==> src/rtl/i2a_pkg.sv <==
package i2a_pkg;

    localparam int VALUE_WIDTH = 32;

    // Decimal digits needed for a magnitude of up to 2^(VALUE_WIDTH-1):
    // 1233/4096 is just below log10(2).
    localparam int DEC_DIGITS = (VALUE_WIDTH * 1233) / 4096 + 1;
    localparam int HEX_DIGITS = (VALUE_WIDTH + 3) / 4;
    localparam int BCD_W      = 4 * DEC_DIGITS;
    localparam int HEX_W      = 4 * HEX_DIGITS;
    localparam int SER_W      = (BCD_W > HEX_W) ? BCD_W : HEX_W;
    localparam int CNT_W      = $clog2(VALUE_WIDTH + 1);

    localparam logic [1:0] BASE_BIN = 2'd0;
    localparam logic [1:0] BASE_DEC = 2'd1;
    localparam logic [1:0] BASE_HEX = 2'd2;

    localparam logic [6:0] CHAR_ZERO         = 7'd48;
    localparam logic [6:0] CHAR_ALPHA_OFFSET = 7'd55;
    localparam logic [6:0] CHAR_MINUS        = 7'd45;
    localparam logic [3:0] DIGIT_TEN         = 4'd10;
    localparam logic [3:0] DABBLE_LIMIT      = 4'd5;
    localparam logic [3:0] DABBLE_ADJUST     = 4'd3;

    typedef enum logic [2:0] {
        ST_IDLE,
        ST_DABBLE,
        ST_SKIP,
        ST_SIGN,
        ST_EMIT
    } state_t;

    typedef struct packed {
        logic signed [VALUE_WIDTH-1:0] number;
        logic [1:0]                    base_code;
    } num_t;

    typedef struct packed {
        logic [6:0] ascii_char;
        logic       last_char;
    } chr_t;

    // Serializer controls from the sequencer.
    typedef struct packed {
        logic load_bin;
        logic load_hex;
        logic load_dec;
        logic shift;
    } ser_ctl_t;

    // Serializer status back to the sequencer.
    typedef struct packed {
        logic [6:0] digit_char;
        logic       digit_zero;
        logic       last_digit;
    } ser_sts_t;

endpackage

==> src/rtl/i2a_dabble.sv <==
module i2a_dabble (
    input  logic                            clk,
    input  logic                            rst_n,
    input  logic                            start,
    input  logic [i2a_pkg::VALUE_WIDTH-1:0] mag,
    output logic                            done,
    output logic [i2a_pkg::BCD_W-1:0]       bcd
);
    import i2a_pkg::*;

    logic [VALUE_WIDTH-1:0] bin_reg, bin_next;
    logic [BCD_W-1:0]       bcd_reg, bcd_next;
    logic [BCD_W-1:0]       adj;
    logic [CNT_W-1:0]       cnt_reg, cnt_next;
    logic                   run_reg, run_next;

    // add-3 correction on every BCD digit before the next shift
    always_comb
    begin
        for (int i = 0; i < DEC_DIGITS; i++)
        begin
            adj[4*i +: 4] = (bcd_reg[4*i +: 4] >= DABBLE_LIMIT)
                          ? bcd_reg[4*i +: 4] + DABBLE_ADJUST
                          : bcd_reg[4*i +: 4];
        end
    end

    always_comb
    begin
        bin_next = bin_reg;
        bcd_next = bcd_reg;
        cnt_next = cnt_reg;
        run_next = run_reg;
        if (start)
        begin
            bin_next = mag;
            bcd_next = '0;
            cnt_next = CNT_W'(VALUE_WIDTH);
            run_next = 1'b1;
        end
        else if (run_reg)
        begin
            if (cnt_reg == '0)
            begin
                run_next = 1'b0;
            end
            else
            begin
                bin_next = {bin_reg[VALUE_WIDTH-2:0], 1'b0};
                bcd_next = {adj[BCD_W-2:0], bin_reg[VALUE_WIDTH-1]};
                cnt_next = cnt_reg - 1'b1;
            end
        end
    end

    always_ff @(posedge clk or negedge rst_n)
    begin
        if (!rst_n)
        begin
            cnt_reg <= '0;
            run_reg <= 1'b0;
        end
        else
        begin
            cnt_reg <= cnt_next;
            run_reg <= run_next;
        end
    end

    always_ff @(posedge clk)
    begin
        bin_reg <= bin_next;
        bcd_reg <= bcd_next;
    end

    assign done = run_reg && (cnt_reg == '0);
    assign bcd  = bcd_reg;

endmodule

==> src/rtl/i2a_digits.sv <==
module i2a_digits (
    input  logic                            clk,
    input  logic                            rst_n,
    input  i2a_pkg::ser_ctl_t               ctl,
    input  logic [i2a_pkg::VALUE_WIDTH-1:0] mag,
    input  logic [i2a_pkg::BCD_W-1:0]       bcd,
    output i2a_pkg::ser_sts_t               sts
);
    import i2a_pkg::*;

    logic [SER_W-1:0] sr_reg, sr_next;
    logic [CNT_W-1:0] cnt_reg, cnt_next;
    logic             wide_reg, wide_next;
    logic [3:0]       digit;

    // digits are left-aligned; top digit is always at the MSB end
    always_comb
    begin
        sr_next   = sr_reg;
        cnt_next  = cnt_reg;
        wide_next = wide_reg;
        if (ctl.load_bin)
        begin
            sr_next   = SER_W'(mag) << (SER_W - VALUE_WIDTH);
            cnt_next  = CNT_W'(VALUE_WIDTH);
            wide_next = 1'b0;
        end
        else if (ctl.load_hex)
        begin
            sr_next   = SER_W'(mag) << (SER_W - HEX_W);
            cnt_next  = CNT_W'(HEX_DIGITS);
            wide_next = 1'b1;
        end
        else if (ctl.load_dec)
        begin
            sr_next   = SER_W'(bcd) << (SER_W - BCD_W);
            cnt_next  = CNT_W'(DEC_DIGITS);
            wide_next = 1'b1;
        end
        else if (ctl.shift)
        begin
            sr_next  = wide_reg ? (sr_reg << 4) : (sr_reg << 1);
            cnt_next = cnt_reg - 1'b1;
        end
    end

    always_ff @(posedge clk or negedge rst_n)
    begin
        if (!rst_n)
        begin
            cnt_reg  <= '0;
            wide_reg <= 1'b0;
        end
        else
        begin
            cnt_reg  <= cnt_next;
            wide_reg <= wide_next;
        end
    end

    always_ff @(posedge clk)
    begin
        sr_reg <= sr_next;
    end

    always_comb
    begin
        digit = wide_reg ? sr_reg[SER_W-1 -: 4] : {3'b000, sr_reg[SER_W-1]};
        sts.digit_zero = (digit == 4'd0);
        sts.last_digit = (cnt_reg == CNT_W'(1));
        sts.digit_char = (digit < DIGIT_TEN) ? ({3'b000, digit} + CHAR_ZERO)
                                             : ({3'b000, digit} + CHAR_ALPHA_OFFSET);
    end

endmodule

==> src/rtl/integer_to_ascii_radix.sv <==
// Sequence: a binary/hex transaction loads the digit register and skips leading zero digits,
//   then registers an optional minus sign and one character per remaining digit.
// A decimal transaction first runs the bit-serial double-dabble pass; a new number is
//   taken only after the last character of the previous one has been registered.
// Reset: rst_n is asynchronous, active low; clears sequencer, counters and output valid.
module integer_to_ascii_radix (
    input  logic          clk,
    input  logic          rst_n,
    input  logic          num_valid,
    output logic          num_stall,
    input  i2a_pkg::num_t num_data,
    output logic          chr_valid,
    input  logic          chr_stall,
    output i2a_pkg::chr_t chr_data
);
    import i2a_pkg::*;

    state_t                 state_reg, state_next;
    logic                   neg_reg, neg_next;
    chr_t                   out_reg, out_next;
    logic                   out_valid_reg, out_valid_next;
    logic [VALUE_WIDTH-1:0] raw;
    logic [VALUE_WIDTH-1:0] mag;
    logic                   slot_free;
    logic                   dab_start;
    logic                   dab_done;
    logic [BCD_W-1:0]       bcd;
    ser_ctl_t               ctl;
    ser_sts_t               sts;

    // Magnitude of the incoming value; the most negative value comes out
    // as 2^(VALUE_WIDTH-1), which still fits unsigned.
    assign raw = num_data.number;
    assign mag = raw[VALUE_WIDTH-1] ? (~raw + 1'b1) : raw;

    // One transaction in flight; new numbers wait until the last character
    // has been handed to the output register.
    assign num_stall = (state_reg != ST_IDLE);

    // Output register can take a character when empty or being drained.
    assign slot_free = !out_valid_reg || !chr_stall;

    // Decimal path: bit-serial binary to BCD, one bit per cycle.
    i2a_dabble u_dabble (
        .clk   (clk),
        .rst_n (rst_n),
        .start (dab_start),
        .mag   (mag),
        .done  (dab_done),
        .bcd   (bcd)
    );

    // Digit shift register: one bit (binary) or one nibble (hex/BCD) per shift.
    i2a_digits u_digits (
        .clk   (clk),
        .rst_n (rst_n),
        .ctl   (ctl),
        .mag   (mag),
        .bcd   (bcd),
        .sts   (sts)
    );

    always_comb
    begin
        state_next     = state_reg;
        neg_next       = neg_reg;
        out_next       = out_reg;
        out_valid_next = out_valid_reg && chr_stall;
        ctl            = '0;
        dab_start      = 1'b0;

        case (state_reg)
            ST_IDLE:
            begin
                if (num_valid)
                begin
                    neg_next = raw[VALUE_WIDTH-1];
                    case (num_data.base_code)
                        BASE_BIN:
                        begin
                            ctl.load_bin = 1'b1;
                            state_next   = ST_SKIP;
                        end
                        BASE_HEX:
                        begin
                            ctl.load_hex = 1'b1;
                            state_next   = ST_SKIP;
                        end
                        BASE_DEC:
                        begin
                            dab_start  = 1'b1;
                            state_next = ST_DABBLE;
                        end
                        default:
                        begin
                            // unused radix select: no characters
                            state_next = ST_IDLE;
                        end
                    endcase
                end
            end
            ST_DABBLE:
            begin
                if (dab_done)
                begin
                    ctl.load_dec = 1'b1;
                    state_next   = ST_SKIP;
                end
            end
            ST_SKIP:
            begin
                // drop leading zeros, but always keep the final digit
                if (sts.digit_zero && !sts.last_digit)
                begin
                    ctl.shift = 1'b1;
                end
                else
                begin
                    state_next = neg_reg ? ST_SIGN : ST_EMIT;
                end
            end
            ST_SIGN:
            begin
                if (slot_free)
                begin
                    out_next.ascii_char = CHAR_MINUS;
                    out_next.last_char  = 1'b0;
                    out_valid_next      = 1'b1;
                    state_next          = ST_EMIT;
                end
            end
            ST_EMIT:
            begin
                if (slot_free)
                begin
                    out_next.ascii_char = sts.digit_char;
                    out_next.last_char  = sts.last_digit;
                    out_valid_next      = 1'b1;
                    ctl.shift           = 1'b1;
                    if (sts.last_digit)
                    begin
                        state_next = ST_IDLE;
                    end
                end
            end
            default:
            begin
                state_next = ST_IDLE;
            end
        endcase
    end

    always_ff @(posedge clk or negedge rst_n)
    begin
        if (!rst_n)
        begin
            state_reg     <= ST_IDLE;
            neg_reg       <= 1'b0;
            out_valid_reg <= 1'b0;
        end
        else
        begin
            state_reg     <= state_next;
            neg_reg       <= neg_next;
            out_valid_reg <= out_valid_next;
        end
    end

    // character payload needs no reset
    always_ff @(posedge clk)
    begin
        out_reg <= out_next;
    end

    assign chr_valid = out_valid_reg;
    assign chr_data  = out_reg;

endmodule
==> config.mk <==
export PLATFORM = sky130hd
export DESIGN_NAME = integer_to_ascii_radix
export DESIGN_NICKNAME = d
export VERILOG_FILES = /design/src/rtl/i2a_pkg.sv /design/src/rtl/i2a_dabble.sv /design/src/rtl/i2a_digits.sv /design/src/rtl/integer_to_ascii_radix.sv
export SDC_FILE = /design/constraint.sdc
export NUM_CORES = 1
export LEC_CHECK = 0
export ABC_AREA = 1
export BUFFER_PORTS_ARGS = -buffer_cell sky130_fd_sc_hd__buf_2
export CORE_UTILIZATION = 40
export CTS_CLUSTER_SIZE = 25
export DETAILED_ROUTE_END_ITERATION = 8
export GPL_TIMING_DRIVEN = 0
export SLEW_MARGIN = 40
export SYNTH_ARGS = -nofsm -noshare
export SYNTH_HDL_FRONTEND = slang
export SYNTH_SLANG_ARGS = --single-unit
==> constraint.sdc <==
create_clock -name clk -period 2.21 [get_ports clk]
set_input_delay 0.5525 -clock clk [delete_from_list [all_inputs] [get_ports clk]]
set_output_delay 0.5525 -clock clk [all_outputs]
set_load 0.1 [all_outputs]
==> impl_metrics.csv <==
group,metric,value,unit
global_routing,grt_first_pass_wirelength,38650,µm
setup_path,critPathArrivalTime,1.54,ns
global_routing,globalRouteOverflowTotal,0,
route,vias,7623,
synthesis,ys_types,38,
floorplanning,io_pins,48,
placement,hpwlAfterDp,17870,µm
power,p_leak,0.004332,µW
sta,post-route-period-util,0.9454,
cells_and_area,syn2layout_area_growth,15.87,%
synthesis,synth_nets,1146,
floorplanning,dieArea,21370,µm²
synthesis,synth_cells,1082,
power,cellPowerDensity,1513,nW/µm²
outcome,violations,"design-rule violations",
sta,hold_slack,0.06617,ns
global_routing,grt_pass1_vias,7204,
placement,gp_congestion,0.9156,
setup_path,crit_chain,"nor2_4 > nand2_2 > buf_2",
setup_path,cp_max_fo,4,
global_routing,grt_start_max_net_pins,42,
sta,fmax,0.4786,GHz
synthesis,synth_area_per_cell,7.686,µm²
clocking,cts-htree-levels,4,
setup_path,end_kind,"primary output",
cells_and_area,diodes,0,
floorplanning,fp-row-count,52,
setup_path,crit_end,"num_stall",
route,drt_iter0_markers,638,
synthesis,seq_area_frac_synth,0.4327,
synthesis,ys_seq_elements,139,
cells_and_area,drive_gt1_frac,0.1571,
power,power,14580,µW
route,drt_wl_total,24360,µm
synthesis,yosysWarnings,0,
global_routing,antenna_found_initial,1,
floorplanning,dieWidth,146.2,µm
setup_path,required,1.66,ns
clocking,cts_tree,"done",
sta,hold_violations,0,
synthesis,netlist_area,8317,µm²
floorplanning,design.core.area,20300,µm²
sta,tightest_slew,0.6244,ns
outcome,status,"complete, but fails checks",
route,ant_nets,0,
clocking,cts_buffer_depth,2,
route,viasPerCell,5.312,
setup_path,r2r-start,"u_digits.wide_reg$_DFFE_PN0P_",
placement,portBuffers,46,
sta,max_slew_margin,0.5822,
sta,layout_min_cycle_time,2.089,ns
cells_and_area,nets,1216,
sta,report.final.slew_viol_count,0,
setup_path,start_kind,"flop",
floorplanning,die_h,146.2,µm
setup_path,r2r-end,"u_digits.sr_reg[22]$_DFFE_PP_",
cells_and_area,final_core_util,0.4747,
clocking,clk_pin_slew_worst_paths,0.06,ns
clocking,cts_buffers,17,
hold_path,hp-class,"in -> async",
route,route.detailed.drc,1,
setup_path,worstSetupPathType,"reg -> out",
sta,finalSetupViolations,0,
clocking,insertion_delay,0.43,ns
global_routing,track_usage,0.2354,
cells_and_area,finalNonFillerCells,1435,
setup_path,cpPeakStageDelay,0.48,ns
clocking,cts-root-buf,"clkbuf_16",
sta,rsz0062_at_grt,"false",
route,firstDrtPassIters,7,
setup_path,cp_slowest_cell,"dfrtp_1",
power,peakVddDrop,660.4,µV
setup_path,rr_worst_depth,12,
sta,skew,0.01074,ns
clocking,cts.sinks,139,
job,cap_violations,0,
setup_path,startpoint,"state_reg[1]$_DFFE_PN0P_",
placement,dpl.cell_count,1398,
route,wl_per_cell,16.98,µm
floorplanning,initial_core_util,0.4097,
setup_path,ff2ff_setup_slack,0.13,ns
## worst max-delay path, delay by kind of cell, from the launching register on
kind / cells / cell delay [ns]
flip-flops: 1 / 0.48
AND/OR/NAND/NOR: 2 / 0.19
buffers and inverters: 1 / 0.44
## cell type report
type	instances	area (µm²)
fillers	2046	10660
multi-input cells	790	4189
flip-flops and latches	139	3598
clock buffers	20	456.7
inverters	110	415.4
well taps	270	337.8
plain buffers	46	284.0
repair buffers	48	257.7
clock inverters	12	97.59
## cell usage in the layout (no fill, tap or decap), types with 17 or more instances in the layout
cell type,count
o21ai_0,82
nor2_1,96
ha_1,25
a21oi_1,51
clkbuf_16,17
xor2_1,25
o22ai_1,21
nand2_1,296
inv_1,100
o211ai_2,18
buf_2,70
edfxtp_1,72
o21ai_1,26
dfxtp_1,48
nand3_1,64
dfrtp_1,19
## through the flow
| step | worst slack (ns) | area, µm² | TNS, ns |
|---|---|---|---|
| after global placement | -0.4006 | 8892 | -19.98 |
| after CTS | 0.01752 | 9584 | 0 |
| final | 0.1206 | 9637 | 0 |
| after floorplan | 0.06333 | 8324 | 0 |
| after detailed placement | -0.3877 | 8892 | -19.48 |
| after global routing | 0.01030 | 9637 | 0 |
## per-layer routing
layer	vias to the layer above	track usage	wire length, µm
met4	2	0.09948	758
met3	55	0.04594	1500
met5	-	0	18
li1	3755	-	-
met2	249	0.3607	11140
met1	3562	0.3236	10940
## where the power goes
| part | leakage (µW) | total [µW] | internal, µW | switching (µW) |
|---|---|---|---|---|
| Sequential | 0.00134 | 5120 | 4310 | 810 |
| Clock | 0.000267 | 2720 | 1590 | 1120 |
| Combinational | 0.00273 | 6750 | 2390 | 4350 |
| Total | 0.00433 | 14600 | 8300 | 6280 |
## cell families (layout without fill, tap and decap cells)
kind of cell             Yosys count  after routing  synth area share
XOR/XNOR                          30             30           0.03159
flip-flops                       139            139            0.4327
AND/OR/NAND/NOR                  497            500            0.2493
adder cells (fa/ha/maj)           26             26           0.03912
AO/OA/AOI/OAI                    234            234            0.1682
buffers and inverters            156            236           0.07913
## cells in the mapped netlist (all sizes together)
cell,instances,area [µm²]
ha,26,325.3
o211ai,32,330.3
o32ai,1,8.760
o21bai,2,15.01
xor2,25,219.0
a21oi,54,270.3
clkbuf,10,37.54
nand3b,1,7.510
dfrtp,19,475.5
o21a,1,7.510
nand4,8,50.05
or2,9,56.30
o22ai,21,131.4
nor2,105,414.2
o31ai,1,7.510
nand2,304,1156
o21ai,109,545.5
buf,36,207.7
xnor2,5,43.79
nand3,67,352.8
inv,110,412.9
dfxtp,48,960.9
nor3,3,36.29
edfxtp,72,2162
a31oi,12,75.07
a21o,1,7.510
## worst min-delay path by stage
stage	from	end	slack (ns)	cells after the start
CTS	rst_n	state_reg[1]$_DFFE_PN0P_	0.07	1
global route	rst_n	u_digits.cnt_reg[4]$_DFFE_PN0P_	0.09	1
floorplan	rst_n	chr_valid$_DFF_PN0_	0.26	0
detailed placement	u_dabble.cnt_reg[3]$_DFFE_PN0P_	u_dabble.cnt_reg[3]$_DFFE_PN0P_	0.48	1
finish	rst_n	u_digits.cnt_reg[5]$_DFFE_PN0P_	0.07	1
global placement	u_dabble.bcd[0]$_SDFFE_PP0P_	u_digits.sr_reg[0]$_SDFFE_PP0P_	0.47	2
## what timing repair did
action,4_1_cts,5_1_grt
gates resized for setup,17,26
hold buffers,0,0
setup buffers,2,0
pin swaps,3,1
cloned,3,0
endpoints found under the setup margin,79,101
Power figures use the tool's default switching activity.
